===== config.mk =====
export PLATFORM = sky130hd
export DESIGN_NAME = texel_component_format_converter_core
export DESIGN_NICKNAME = d
export VERILOG_FILES = /design/src/hw/rtl/tcfc_pkg.sv /design/src/hw/rtl/tcfc_decode.sv /design/src/hw/rtl/tcfc_align.sv /design/src/hw/rtl/tcfc_quant.sv /design/src/hw/rtl/texel_component_format_converter_core.sv
export SDC_FILE = /design/constraint.sdc
export NUM_CORES = 2
export LEC_CHECK = 0
export BUFFER_PORTS_ARGS = -buffer_cell sky130_fd_sc_hd__buf_2
export CAP_MARGIN = 20
export CELL_PAD_IN_SITES_DETAIL_PLACEMENT = 0
export CELL_PAD_IN_SITES_GLOBAL_PLACEMENT = 1
export CORE_MARGIN = 2
export CORE_UTILIZATION = 30
export DETAILED_ROUTE_END_ITERATION = 8
export PLACE_DENSITY_LB_ADDON = 0.1
export RECOVER_POWER = 25
export SLEW_MARGIN = 20
export SYNTH_ARGS = -nofsm -noshare
export SYNTH_HDL_FRONTEND = slang
export SYNTH_HIERARCHICAL = 1
export SYNTH_SLANG_ARGS = --single-unit

===== constraint.sdc =====
create_clock -name clock -period 7.1 [get_ports clock]
set_input_delay 0.355 -clock clock [delete_from_list [all_inputs] [get_ports clock]]
set_output_delay 0.355 -clock clock [all_outputs]
set_load 0.005 [all_outputs]

===== src/hw/rtl/tcfc_pkg.sv =====
package tcfc_pkg;

   typedef struct packed {
      logic [31:0] component_in;
      logic        last_in;
   } req_type;

   typedef struct packed {
      logic [31:0] component_out;
      logic        last_out;
      logic        unsupported;
   } rsp_type;

   localparam int MODE_W = 5;

   localparam logic [MODE_W-1:0] MODE_PASS    = 5'd0;
   localparam logic [MODE_W-1:0] MODE_F2UN8   = 5'd1;
   localparam logic [MODE_W-1:0] MODE_UN82F   = 5'd2;
   localparam logic [MODE_W-1:0] MODE_F2SN8   = 5'd3;
   localparam logic [MODE_W-1:0] MODE_SN82F   = 5'd4;
   localparam logic [MODE_W-1:0] MODE_F2UN16  = 5'd5;
   localparam logic [MODE_W-1:0] MODE_UN162F  = 5'd6;
   localparam logic [MODE_W-1:0] MODE_F2SN16  = 5'd7;
   localparam logic [MODE_W-1:0] MODE_SN162F  = 5'd8;
   localparam logic [MODE_W-1:0] MODE_U32_U16 = 5'd9;
   localparam logic [MODE_W-1:0] MODE_U16_U32 = 5'd10;
   localparam logic [MODE_W-1:0] MODE_U32_U8  = 5'd11;
   localparam logic [MODE_W-1:0] MODE_U8_U32  = 5'd12;
   localparam logic [MODE_W-1:0] MODE_I32_I16 = 5'd13;
   localparam logic [MODE_W-1:0] MODE_I16_I32 = 5'd14;
   localparam logic [MODE_W-1:0] MODE_I32_I8  = 5'd15;
   localparam logic [MODE_W-1:0] MODE_I8_I32  = 5'd16;
   localparam logic [MODE_W-1:0] MODE_H2F     = 5'd17;
   localparam logic [MODE_W-1:0] MODE_F2H     = 5'd18;

   localparam int PROD_W = 40;
   localparam int FRAC_W = 48;
   localparam int INT_W  = 18;
   localparam int SUM_W  = INT_W + FRAC_W;

   localparam logic [7:0] EXP_TINY = 8'd102;
   localparam logic [7:0] EXP_BIG  = 8'd128;

   typedef struct packed {
      logic              valid;
      logic              last;
      logic              unsup;
      logic              scale;
      logic              wide;
      logic              sign;
      logic              nan;
      logic              big;
      logic              tiny;
      logic [7:0]        expo;
      logic [PROD_W-1:0] prod;
      logic [14:0]       cadd;
      logic [31:0]       direct;
   } s1_type;

   typedef struct packed {
      logic              valid;
      logic              last;
      logic              unsup;
      logic              scale;
      logic              wide;
      logic              sign;
      logic              nan;
      logic              big;
      logic              neg;
      logic [INT_W-1:0]  intp;
      logic [FRAC_W-1:0] frac;
      logic [31:0]       direct;
   } s3_type;

   function automatic logic [3:0] lead_pos(input logic [15:0] v);
      logic [3:0] pos;
      pos = '0;
      for (int i = 0; i < 16; i++) begin
         if (v[i]) begin
            pos = 4'(i);
         end
      end
      return pos;
   endfunction

   function automatic logic [31:0] half_to_single(input logic [15:0] h);
      logic [4:0]  e;
      logic [9:0]  m;
      logic [3:0]  p;
      logic [10:0] tmp;
      logic [7:0]  en;
      logic [31:0] r;
      e   = h[14:10];
      m   = h[9:0];
      p   = lead_pos({6'b0, m});
      tmp = {1'b0, m} << (4'd10 - p);
      en  = 8'd103 + {4'b0, p};
      if (e == 5'd0) begin
         if (m == 10'd0) begin
            r = {h[15], 31'b0};
         end else begin
            r = {h[15], en, tmp[9:0], 13'b0};
         end
      end else if (e == 5'h1f) begin
         r = {h[15], 8'hff, m, 13'b0};
      end else begin
         r = {h[15], 8'({3'b0, e} + 8'd112), m, 13'b0};
      end
      return r;
   endfunction

   function automatic logic [31:0] single_to_half(input logic [31:0] u);
      logic        s;
      logic [30:0] a;
      logic [30:0] b;
      logic [9:0]  mq;
      logic [7:0]  e;
      logic [24:0] m;
      logic [4:0]  sh;
      logic [24:0] r;
      logic [24:0] rem;
      logic [24:0] half;
      logic [15:0] o;
      s    = u[31];
      a    = u[30:0];
      mq   = a[22:13];
      e    = a[30:23];
      m    = {2'b01, a[22:0]};
      sh   = 5'(8'd126 - e);
      r    = m >> sh;
      rem  = m & ((25'd1 << sh) - 25'd1);
      half = 25'd1 << (sh - 5'd1);
      b    = a - 31'h38000000;
      b    = (b + 31'hfff + {30'b0, b[13]}) >> 13;
      if (a >= 31'h7f800000) begin
         if (a == 31'h7f800000) begin
            o = {s, 15'h7c00};
         end else begin
            o = {s, 5'h1f, mq | {9'b0, (mq == 10'd0)}};
         end
      end else if (a > 31'h477fefff) begin
         o = {s, 15'h7c00};
      end else if (a < 31'h33000001) begin
         o = {s, 15'b0};
      end else if (a < 31'h38800000) begin
         if (rem > half || (rem == half && r[0])) begin
            r = r + 25'd1;
         end
         o = {s, r[14:0]};
      end else begin
         o = {s, b[14:0]};
      end
      return {16'b0, o};
   endfunction

   // The quotient c/(2^n - 1) is the n-bit code repeated forever, so it never
   // lands on a rounding tie and the round bit alone decides.
   function automatic logic [31:0] unorm_to_float(input logic [15:0] c, input logic wide);
      logic [15:0] v;
      logic [3:0]  p;
      logic [3:0]  lz;
      logic [47:0] w;
      logic [47:0] ws;
      logic [31:0] r;
      v  = wide ? c : {8'b0, c[7:0]};
      p  = lead_pos(v);
      lz = wide ? 4'(4'd15 - p) : 4'(4'd7 - p);
      w  = wide ? {3{v}} : {6{v[7:0]}};
      ws = w << lz;
      r  = {1'b0, 8'(8'd126 - {4'b0, lz}), ws[46:24]} + {31'b0, ws[23]};
      return (v == 16'd0) ? 32'd0 : r;
   endfunction

   function automatic logic [31:0] snorm_to_float(input logic [15:0] c, input logic wide);
      logic signed [17:0] d;
      logic [17:0]        dm;
      logic [15:0]        mag;
      logic [3:0]         p;
      logic [23:0]        sm;
      logic [7:0]         ex;
      d   = wide ? ($signed({2'b0, c}) - 18'sd32767)
                 : ($signed({10'b0, c[7:0]}) - 18'sd127);
      dm  = d[17] ? 18'(-d) : 18'(d);
      mag = dm[15:0];
      p   = lead_pos(mag);
      sm  = 24'(mag) << (5'd23 - {1'b0, p});
      ex  = 8'd127 + {4'b0, p} - (wide ? 8'd15 : 8'd7);
      return (mag == 16'd0) ? 32'd0 : {d[17], ex, sm[22:0]};
   endfunction

endpackage


===== src/hw/rtl/tcfc_decode.sv =====
module tcfc_decode import tcfc_pkg::*; (
   input  logic              clock,
   input  logic              reset,
   input  logic [MODE_W-1:0] mode,
   input  logic              in_valid,
   input  req_type           req,
   output s1_type            s1
);

   s1_type      s1_ff;
   s1_type      s1_in;
   logic [31:0] c;
   logic [15:0] kmul;
   logic [23:0] mant;

   assign c    = req.component_in;
   assign mant = {1'b1, c[22:0]};

   always_comb begin
      s1_in        = '0;
      kmul         = '0;
      s1_in.valid  = in_valid;
      s1_in.last   = req.last_in;
      s1_in.sign   = c[31];
      s1_in.expo   = c[30:23];
      s1_in.nan    = (c[30:23] == 8'hff) && (c[22:0] != 23'd0);
      s1_in.big    = (c[30:23] >= EXP_BIG) && !s1_in.nan;
      s1_in.tiny   = c[30:23] < EXP_TINY;
      unique case (mode) inside
         MODE_PASS: begin
            s1_in.direct = c;
         end
         MODE_F2UN8: begin
            s1_in.scale = 1'b1;
            kmul        = 16'd255;
         end
         MODE_UN82F: begin
            s1_in.direct = unorm_to_float(c[15:0], 1'b0);
         end
         MODE_F2SN8: begin
            s1_in.scale = 1'b1;
            kmul        = 16'd128;
            s1_in.cadd  = 15'd127;
         end
         MODE_SN82F: begin
            s1_in.direct = snorm_to_float(c[15:0], 1'b0);
         end
         MODE_F2UN16: begin
            s1_in.scale = 1'b1;
            s1_in.wide  = 1'b1;
            kmul        = 16'd65535;
         end
         MODE_UN162F: begin
            s1_in.direct = unorm_to_float(c[15:0], 1'b1);
         end
         MODE_F2SN16: begin
            s1_in.scale = 1'b1;
            s1_in.wide  = 1'b1;
            kmul        = 16'd32768;
            s1_in.cadd  = 15'd32767;
         end
         MODE_SN162F: begin
            s1_in.direct = snorm_to_float(c[15:0], 1'b1);
         end
         MODE_U32_U16, MODE_U16_U32, MODE_I32_I16: begin
            s1_in.direct = {16'b0, c[15:0]};
         end
         MODE_U32_U8, MODE_U8_U32, MODE_I32_I8: begin
            s1_in.direct = {24'b0, c[7:0]};
         end
         MODE_I16_I32: begin
            s1_in.direct = {{16{c[15]}}, c[15:0]};
         end
         MODE_I8_I32: begin
            s1_in.direct = {{24{c[7]}}, c[7:0]};
         end
         MODE_H2F: begin
            s1_in.direct = half_to_single(c[15:0]);
         end
         MODE_F2H: begin
            s1_in.direct = single_to_half(c);
         end
         default: begin
            s1_in.unsup = 1'b1;
         end
      endcase
      s1_in.prod = {16'b0, mant} * {24'b0, kmul};
   end

   always_ff @(posedge clock) begin
      if (reset) begin
         s1_ff.valid <= 1'b0;
      end else begin
         s1_ff <= s1_in;
      end
   end

   assign s1 = s1_ff;

   assert property (@(posedge clock) disable iff (reset)
      in_valid && (mode == MODE_F2UN8) |=> s1_ff.valid && s1_ff.scale && !s1_ff.wide)
      else $error("Scale path not selected for an fp32 to unorm8 transaction.");

endmodule


===== src/hw/rtl/tcfc_align.sv =====
module tcfc_align import tcfc_pkg::*; (
   input  logic   clock,
   input  logic   reset,
   input  s1_type s1,
   output s3_type s3
);

   typedef struct packed {
      logic             valid;
      logic             last;
      logic             unsup;
      logic             scale;
      logic             wide;
      logic             sign;
      logic             nan;
      logic             big;
      logic [14:0]      cadd;
      logic [SUM_W-1:0] tfix;
      logic [31:0]      direct;
   } s2_type;

   s2_type         s2_ff;
   s2_type         s2_in;
   s3_type         s3_ff;
   s3_type         s3_in;
   logic [4:0]     sh;
   logic [SUM_W-1:0] cfix;
   logic [SUM_W:0] sum;

   assign sh = 5'(s1.expo - EXP_TINY);

   always_comb begin
      s2_in.valid  = s1.valid;
      s2_in.last   = s1.last;
      s2_in.unsup  = s1.unsup;
      s2_in.scale  = s1.scale;
      s2_in.wide   = s1.wide;
      s2_in.sign   = s1.sign;
      s2_in.nan    = s1.nan;
      s2_in.big    = s1.big;
      s2_in.cadd   = s1.cadd;
      s2_in.direct = s1.direct;
      if (s1.tiny || s1.big || s1.nan) begin
         s2_in.tfix = '0;
      end else begin
         s2_in.tfix = SUM_W'(s1.prod) << sh;
      end
   end

   assign cfix = {{(INT_W-15){1'b0}}, s2_ff.cadd, {FRAC_W{1'b0}}};

   always_comb begin
      if (s2_ff.sign) begin
         sum = {1'b0, cfix} - {1'b0, s2_ff.tfix};
      end else begin
         sum = {1'b0, cfix} + {1'b0, s2_ff.tfix};
      end
      s3_in.valid  = s2_ff.valid;
      s3_in.last   = s2_ff.last;
      s3_in.unsup  = s2_ff.unsup;
      s3_in.scale  = s2_ff.scale;
      s3_in.wide   = s2_ff.wide;
      s3_in.sign   = s2_ff.sign;
      s3_in.nan    = s2_ff.nan;
      s3_in.big    = s2_ff.big;
      s3_in.neg    = sum[SUM_W];
      s3_in.intp   = sum[SUM_W-1:FRAC_W];
      s3_in.frac   = sum[FRAC_W-1:0];
      s3_in.direct = s2_ff.direct;
   end

   always_ff @(posedge clock) begin
      if (reset) begin
         s2_ff.valid <= 1'b0;
         s3_ff.valid <= 1'b0;
      end else begin
         s2_ff <= s2_in;
         s3_ff <= s3_in;
      end
   end

   assign s3 = s3_ff;

endmodule


===== src/hw/rtl/tcfc_quant.sv =====
module tcfc_quant import tcfc_pkg::*; (
   input  logic    clock,
   input  logic    reset,
   input  s3_type  s3,
   output logic    rsp_valid,
   output rsp_type rsp_payload
);

   rsp_type           rsp_ff;
   rsp_type           rsp_in;
   logic              rsp_valid_ff;
   logic [4:0]        pos;
   logic [5:0]        j;
   logic [FRAC_W-1:0] mask;
   logic              carry;
   logic [INT_W:0]    val;
   logic [15:0]       maxv;
   logic [15:0]       q;

   always_comb begin
      pos = '0;
      for (int i = 0; i < INT_W; i++) begin
         if (s3.intp[i]) begin
            pos = 5'(i);
         end
      end
   end

   // The sum rounds up to the next integer when its fraction lies within
   // half a unit in the last place of that integer.
   assign j     = (s3.intp == '0) ? 6'd23 : ({1'b0, pos} + 6'd24);
   assign mask  = (FRAC_W'(1) << j) - FRAC_W'(1);
   assign carry = &(s3.frac | mask);
   assign val   = {1'b0, s3.intp} + {{INT_W{1'b0}}, carry};
   assign maxv  = s3.wide ? 16'hffff : 16'h00ff;

   always_comb begin
      if (s3.nan || s3.neg) begin
         q = '0;
      end else if (s3.big) begin
         q = s3.sign ? 16'd0 : maxv;
      end else if (val >= {3'b0, maxv}) begin
         q = maxv;
      end else begin
         q = val[15:0];
      end
      rsp_in.last_out    = s3.last;
      rsp_in.unsupported = s3.unsup;
      if (s3.unsup) begin
         rsp_in.component_out = '0;
      end else if (s3.scale) begin
         rsp_in.component_out = {16'b0, q};
      end else begin
         rsp_in.component_out = s3.direct;
      end
   end

   always_ff @(posedge clock) begin
      if (reset) begin
         rsp_valid_ff <= 1'b0;
      end else begin
         rsp_valid_ff <= s3.valid;
      end
      rsp_ff <= rsp_in;
   end

   assign rsp_valid   = rsp_valid_ff;
   assign rsp_payload = rsp_ff;

   assert property (@(posedge clock) disable iff (reset)
      rsp_valid_ff && rsp_ff.unsupported |-> rsp_ff.component_out == 32'd0)
      else $error("Unsupported transaction carries a nonzero component.");

   assert property (@(posedge clock) disable iff (reset)
      s3.valid && s3.scale && !s3.wide |=> rsp_ff.component_out[31:8] == 24'd0)
      else $error("Eight-bit quantized result exceeds its range.");

   assert property (@(posedge clock) disable iff (reset)
      s3.valid && s3.scale && s3.nan |=> rsp_ff.component_out == 32'd0)
      else $error("NaN did not quantize to zero.");

endmodule


===== src/hw/rtl/texel_component_format_converter_core.sv =====
// Channel   Handshake           Payload       Direction
// request   start / busy        req_payload   in
// response  rsp_valid (strobe)  rsp_payload   out
// config    csr_we              csr_wdata     in
//
// One transaction is accepted in every cycle; busy is always low.
// Each result leaves through the four register stages after its transaction is
// accepted: decode and multiply, align, offset add, quantize.
// Reset clears the mode register to pass-through and empties the pipeline.
// The receiver cannot stall, so the pipeline never holds back.
module texel_component_format_converter_core import tcfc_pkg::*; (
   input  logic              clock,
   input  logic              reset,
   input  logic              start,
   output logic              busy,
   input  req_type           req_payload,
   output logic              rsp_valid,
   output rsp_type           rsp_payload,
   input  logic              csr_we,
   input  logic [MODE_W-1:0] csr_wdata
);

   logic [MODE_W-1:0] mode_ff;
   s1_type            s1;
   s3_type            s3;

   always_ff @(posedge clock) begin
      if (reset) begin
         mode_ff <= MODE_PASS;
      end else if (csr_we) begin
         mode_ff <= csr_wdata;
      end
   end

   assign busy = 1'b0;

   tcfc_decode u_decode (
      .clock    (clock),
      .reset    (reset),
      .mode     (mode_ff),
      .in_valid (start),
      .req      (req_payload),
      .s1       (s1)
   );

   tcfc_align u_align (
      .clock (clock),
      .reset (reset),
      .s1    (s1),
      .s3    (s3)
   );

   tcfc_quant u_quant (
      .clock       (clock),
      .reset       (reset),
      .s3          (s3),
      .rsp_valid   (rsp_valid),
      .rsp_payload (rsp_payload)
   );

   assert property (@(posedge clock) disable iff (reset)
      rsp_valid |-> $past(start, 4))
      else $error("Response strobe without a matching accepted transaction.");

endmodule


==> flow_metrics.py <==
metrics = {
    "power": {
        "p_sw_share_pct": 37.3,
        "p_seq_share_pct": 34.1,
        "power_density_nw_per_um2": 179,
        "p_sw_mw": 2.92,
        "intPower_mw": 4.91,
        "p_leak_nw": 18.5,
        "p_clk_share_pct": 27.5,
        "peakVddDrop_mv": 0.169,
        "p_comb_share_pct": 38.3,
    },
    "sta": {
        "finClkSkew_ns": 0.0251,
        "max_freq_mhz": 146,
        "tightest_slew_ns": 3.52,
        "min_period_ns": 6.86,
        "finalCritPeriodShare_pct": 96.6,
        "whs_ns": 0.0674,
        "maxSlewViolCount": 87,
        "finalHoldViolations": 0,
        "maxSlewHeadroom_pct": -136,
        "setup-violations-final": 0,
    },
    "worst_hold_path": {
        "hold_class": "in2reg",
        "min-delay-start": "csr_wdata[2]",
    },
    "logic_synthesis": {
        "syn_area_um2": 37600,
        "synth.avg_cell_area_um2": 9.37,
        "synth_nets": 4537,
        "synth_cells": 4016,
        "ys_warn_count": 6,
    },
    "detailed_routing": {
        "wire_per_inst_um": 23.6,
        "routed_wirelength_um": 139000,
        "postRouteAntennaNets": 0,
        "drcViolationCount": 0,
        "drt_iter0_drc": 2515,
        "drt_pass1_iterations": 5,
        "vias_per_cell": 5.34,
        "routed-via-count": 31600,
    },
    "die": {
        "start_util_pct": 30.3,
        "core_um2": 124000,
        "boundaryPins": 78,
        "rows": 129,
        "die_w_um": 358,
        "die_height_um": 358,
        "die_area_um2": 128000,
    },
    "run_status": {
        "failed_checks": "max-capacitance violations, max-slew violations",
        "status": "finished, violations left",
    },
    "cts": {
        "clockBufferDepth": 3,
        "cts_buffers": 43,
        "clkLatencyLatePin_ns": 0.61,
        "cts_root_buf": "clkbuf_16",
        "clkSlewWorstSetupHoldPaths_ns": 0.06,
        "cts_tree": "done",
        "cts-htree-levels": 2,
        "cts_sinks": 356,
    },
    "global_route": {
        "grt_overflow": 0,
        "grt_max_degree": 87,
        "grtUsageTotal_pct": 21.6,
        "grt_pass1_vias": 31900,
        "antenna_found_initial": 14,
        "grt_pass1_wl_um": 208000,
    },
    "layout": {
        "fin_nets": 4761,
        "synthToLayoutAreaGrowth_pct": 16.2,
        "drive_gt1_share_pct": 18.0,
        "fin_cells": 5915,
    },
    "run": {
        "cap_violations": 1,
    },
    "setup_path": {
        "critical_path_class": "reg2reg",
        "critPathArrivalTime_ns": 7.21,
        "crit_top_cell": "fa_1",
        "cp-start-kind": "flop",
        "slowest_stage": "fa_1",
        "path_max_fanout": 8,
        "worstPathRequired_ns": 7.45,
        "cpPeakStageDelay_ns": 0.54,
        "end_kind": "flop",
        "startpoint": "mode_ff[3]$_SDFFE_PP0P_",
        "worstReg2RegStart": "mode_ff[3]$_SDFFE_PP0P_",
    },
    "placed_design": {
        "gp_congestion": 0.935,
        "post-dp-hpwl_um": 113000,
        "portBuffers": 76,
        "place_inst": 5799,
    },
}
==> final timing paths <==
path / end / slack, ns / cells after the start
setup reg to reg: u_decode/s1[81]$_DFFE_PN_ / 0.24 / 28
hold / removal: mode_ff[2]$_SDFFE_PP0P_ / 0.07 / 3
hold reg to reg: u_quant/rsp_payload[1]$_DFF_P_ / 0.35 / 0
setup / recovery: u_decode/s1[81]$_DFFE_PN_ / 0.24 / 28
==> power by group through the flow <==
stage / combinational [mW] / sequential (mW) / clock (mW)
after detailed placement: 2.89 / 2.71 / 0
after global placement: 2.92 / 2.71 / 0
after global routing: 3.30 / 2.70 / 2.33
after floorplan: 1.90 / 2.66 / 0
final: 3.00 / 2.67 / 2.15
after CTS: 2.94 / 2.67 / 2.25
==> layer usage <==
metal	share of wire, %	track usage [%]
met1	46	30.1
met2	46	34.8
met3	5.0	3.33
met4	2.6	5.37
met5	0.049	0
==> cell usage in the layout, fill, tap and decap left out, types with 50 or more instances in the layout <==
cell	count
a21oi_1	200
o21ai_0	169
buf_2	72
inv_1	355
xnor2_1	157
fa_1	251
mux2i_1	94
nand2_1	336
ha_1	193
mux4_2	51
edfxtp_1	313
nor2_1	296
and2_1	54
nand3_1	99
and3_1	50
nor3_1	95
buf_4	307
xor2_1	58
==> flip-flops by register name (all words and copies together), names as in the netlist <==
name / cells
mode_ff: 5
u_align/cfix: 15
u_align/s2_ff: 106
u_align/s3: 107
u_decode/s1: 88
u_quant/rsp_payload: 34
u_quant/rsp_valid: 1
==> layout make-up <==
cell class	instances	area, um^2
antenna	4	10.0
clock buffer	51	1120
clock inverter	28	248
fill	12800	80400
inverter	398	1520
multi-input combinational	3033	25500
sequential	356	10300
tap	1637	2050
timing repair buffer	408	3040
==> worst max-delay path, delay by kind of cell (launching register included) <==
kind / cells / cell delay, ns
AOI/OAI and AO/OA: 6 / 1.27
adders and majority gates: 7 / 3.22
DFF: 1 / 0.32
buffers and inverters: 8 / 0.91
and+or+nand+nor: 7 / 0.88
==> stage by stage <==
step           worst slack, ns  utilization [%]  TNS (ns)  total power [mW]  cell area (um^2)
4_1_cts                0.00457             34.7         0              7.86             43100
3_3_place_gp            -0.227             33.4     -1.25              5.63             41400
2_1_floorplan          0.00644                -         0              4.56             37700
6_report                 0.239             35.2         0              7.83             43700
5_1_grt                -0.0142             35.2   -0.0307              8.33             43700
3_5_place_dp            -0.279             33.4     -1.59              5.61             41400
==> timing repair <==
item | in CTS | in global routing
pin swaps | 26 | 91
setup endpoints to repair | 9 | 28
hold endpoints to repair | 5 | 0
cloned | 1 | 1
hold buffers | 5 | 0
gates resized for setup | 46 | 121
buffers inserted | 8 | 20
(Power assumes the default switching activity.)
